[src/rtl/fps_pkg.sv]
// shared types and constants for the fenwick prefix-sum block
`timescale 1ns / 1ps
package fps_pkg;

    localparam int unsigned INDEX_W      = 11;
    localparam int unsigned DATA_W       = 32;
    localparam int unsigned SIZE_DEFAULT = 1024;

    localparam logic OP_ADD   = 1'b0;
    localparam logic OP_QUERY = 1'b1;

    typedef enum logic [1:0] {
        ST_CLEAR,
        ST_IDLE,
        ST_WALK
    } fps_state_t;

    typedef struct packed {
        logic load;
        logic clear_en;
        logic walk_en;
    } fps_cmd_t;

    typedef struct packed {
        logic clear_done;
        logic walk_done;
        logic op_query;
    } fps_stat_t;

endpackage

[src/rtl/fps_ctrl.sv]
// controller: clear sweep, idle, tree walk
`timescale 1ns / 1ps
module fps_ctrl (
    input  logic                clk,
    input  logic                rst_n,
    input  logic                start,
    input  fps_pkg::fps_stat_t  stat,
    output fps_pkg::fps_cmd_t   cmd,
    output logic                busy,
    output logic                done
);
    import fps_pkg::*;

    fps_state_t state_reg, state_next;

    always_ff @(posedge clk or negedge rst_n)
    begin
        if (!rst_n)
        begin
            state_reg <= ST_CLEAR;
        end
        else
        begin
            state_reg <= state_next;
        end
    end

    always_comb
    begin
        state_next = state_reg;
        case (state_reg)
            ST_CLEAR:
            begin
                if (stat.clear_done)
                begin
                    state_next = ST_IDLE;
                end
            end
            ST_IDLE:
            begin
                if (start)
                begin
                    state_next = ST_WALK;
                end
            end
            ST_WALK:
            begin
                if (stat.walk_done)
                begin
                    state_next = ST_IDLE;
                end
            end
            default:
            begin
                state_next = ST_CLEAR;
            end
        endcase
    end

    always_comb
    begin
        cmd  = '0;
        busy = 1'b1;
        done = 1'b0;
        case (state_reg)
            ST_CLEAR:
            begin
                cmd.clear_en = 1'b1;
            end
            ST_IDLE:
            begin
                busy     = 1'b0;
                cmd.load = start;
            end
            ST_WALK:
            begin
                cmd.walk_en = 1'b1;
                done        = stat.walk_done && stat.op_query;
            end
            default:
            begin
                cmd = '0;
            end
        endcase
    end

endmodule

[config.mk]
export PLATFORM = sky130hd
export DESIGN_NAME = fps_ctrl
export DESIGN_NICKNAME = d
export VERILOG_FILES = /design/src/rtl/fps_pkg.sv /design/src/rtl/fps_ctrl.sv
export SDC_FILE = /design/constraint.sdc
export NUM_CORES = 1
export LEC_CHECK = 0
export BUFFER_PORTS_ARGS = -buffer_cell sky130_fd_sc_hd__clkbuf_2
export CORE_AREA = 5 5 42 44
export DETAILED_ROUTE_END_ITERATION = 12
export DIE_AREA = 0 0 47 49
export SLEW_MARGIN = 20
export SYNTH_ARGS = -nofsm -noshare
export SYNTH_HDL_FRONTEND = slang
export SYNTH_SLANG_ARGS = --single-unit
[constraint.sdc]
create_clock -name clk -period 2.38 [get_ports clk]
set_input_delay 0.357 -clock clk [delete_from_list [all_inputs] [get_ports clk]]
set_output_delay 0.357 -clock clk [all_outputs]
set_load 0.005 [all_outputs]
==> metrics.yaml <==
core_sq_um: 1400
ant_nets: 0
fp-row-count: 14
cts_resized: 0
area_growth_pct: 88.2
io_buffers: 10
clk_pin_slew_ns: 0.03
io_pins: 11
clock_path_buffers: 2
routabilityCongestion: 0.620
syn_avg_cell_area_sq_um: 10.6
synth_area_sq_um: 116
cp_data_required_time_ns: 2.02
wl_per_cell_um: 7.68
drt_first_pass_iters: 2
vdd_ir_drop_max_v: 0.000163
utilization_pct: 15.6
grt_usage_pct: 3.81
cp.arrival_ns: 1.06
cap_violations: 0
worst_setup_path_end_kind: "output pin"
ctsHoldBuffers: 1
timing_hold_violations_final: 0
cts_inserted_buffers: 3
initial_core_util_pct: 8.30
synth.area.top_cells: "dfrtp_1 43%, nor2b_4 12%, mux2i_1 8.6%, and3b_1 7.5%, a21o_1 6.5%"
cts_tree: "built"
rsz0062_at_grt: "no"
startpoint: "state_reg[1]"
r2r_end: "state_reg[1]"
ys_ff_latch: 2
insertion_delay_ns: 0.22
min_delay_path_depth: 2
p_leak_nw: 0.126
path_max_fanout: 5
grt_max_degree: 6
via_per_inst: 3.27
yosysSeqAreaShare_pct: 43.0
largest_reg_flops: 2
fin_crit_ns: 1.41
die_h_um: 49
synth_nets: 17
slew_violations: 0
status: "finished clean"
cts_max_level: 1
die_area_sq_um: 2300
finalCritPeriodShare_pct: 59.3
p_total_mw: 0.243
yosys_warnings: 0
drive_gt1_share_pct: 56.0
drc: 0
tightest_slew_ns: 0.196
yosysTopAreaCell: "dfrtp_1"
final_cell_mix: "10 x clkbuf_2, 3 x clkbuf_4, 2 x dfrtp_1"
nNetsFinal: 33
slew_headroom_pct: 86.9
tns_ns: 0
syn_inst: 11
diodes: 0
timing.hold.ws_ns: 0.358
start_kind: "flop"
grt_pass1_wl_um: 531
clockRootBuffer: "clkbuf_4"
synth_top_area_share_pct: 43.0
dr_total_vias: 134
setup_viol: 0
overflow: 0
fmax_ghz: 0.708
power.density_nw_per_um2: 1110
grt_pass1_vias: 151
skew_ns: 0.00426
reg2reg_setup_slack_ns: 1.47
rr_worst_depth: 2
post_cts_buffers: 0
nFillCells: 170
fp.dieW_um: 47
hp-start: "start"
wirelength_um: 315
cts_sinks: 2
layout_commonest_cell: "clkbuf_2"
hp-class: "input pin to flop"
first_iter_violations: 1
hold_end: "state_reg[0]"
post_synth_num_cell_types: 10
rr_startpoint: "state_reg[0]"
antenna_found_initial: 0
critical_path_class: "flop to output pin"
critical path: stages (launching register included):
cell and delay (ns):
dfrtp_1 0.39, nor2b_4 0.18, and3_1 0.15, clkbuf_2 0.10
where the power goes:
part           switching, mW  internal (mW)  leakage [nW]
clock                 0.0173         0.0555        0.0138
combinational         0.0380         0.0587        0.0875
sequential            0.0234         0.0502        0.0252
synthesized netlist by cell type (all sizes together):
library cell and instances:
nor2 1, dfrtp 2, inv 1, and3 1
o22ai 1, nand2b 1, a21o 1, and3b 1
mux2i 1, nor2b 1
cell type report:
class / instances / area (sq um) / area share (%)
Tap cell: 16 / 20.0 / 9.14
Timing Repair Buffer: 11 / 60.1 / 27.4
Multi-Input combinational cell: 8 / 62.6 / 28.6
Clock buffer: 3 / 22.5 / 10.3
Inverter: 1 / 3.75 / 1.71
Sequential cell: 2 / 50.0 / 22.9
worst max-delay path by stage:
stage | endpoint | slack [ns] | cells after the start
after floorplan | done | 1.31 | 2
after global placement | done | 1.20 | 3
after detailed placement | done | 1.19 | 3
after CTS | done | 0.95 | 3
after global routing | done | 0.89 | 3
final | done | 0.97 | 3
routing by layer:
layer / vias to the layer above / routed length (um) / track usage (%) / part of all wire, %
li1: 67 / - / - / -
met4: 0 / 19 / 6.91 / 6.0
met3: 2 / 38 / 2.21 / 12
met5: - / 0 / 0 / 0
met2: 7 / 148 / 5.20 / 47
met1: 58 / 109 / 2.20 / 35
metrics by stage:
stage | worst slack [ns] | instance area, sq um | std cells
floorplan | 1.31 | 116 | 11
global placement | 1.20 | 186 | 37
detailed placement | 1.19 | 186 | 37
CTS | 0.950 | 219 | 41
global route | 0.891 | 219 | 41
finish | 0.968 | 219 | 41
cell families (layout without fill, tap and decap cells):
family          count (synthesis)  in the layout  synth area share [%]
buf+inv                         1             15                  3.22
mux                             1              1                  8.60
compound gates                  2              2                  11.8
flops                           2              2                  43.0
simple gates                    5              5                  33.3
Note: power is estimated with default switching activity, not from simulation.
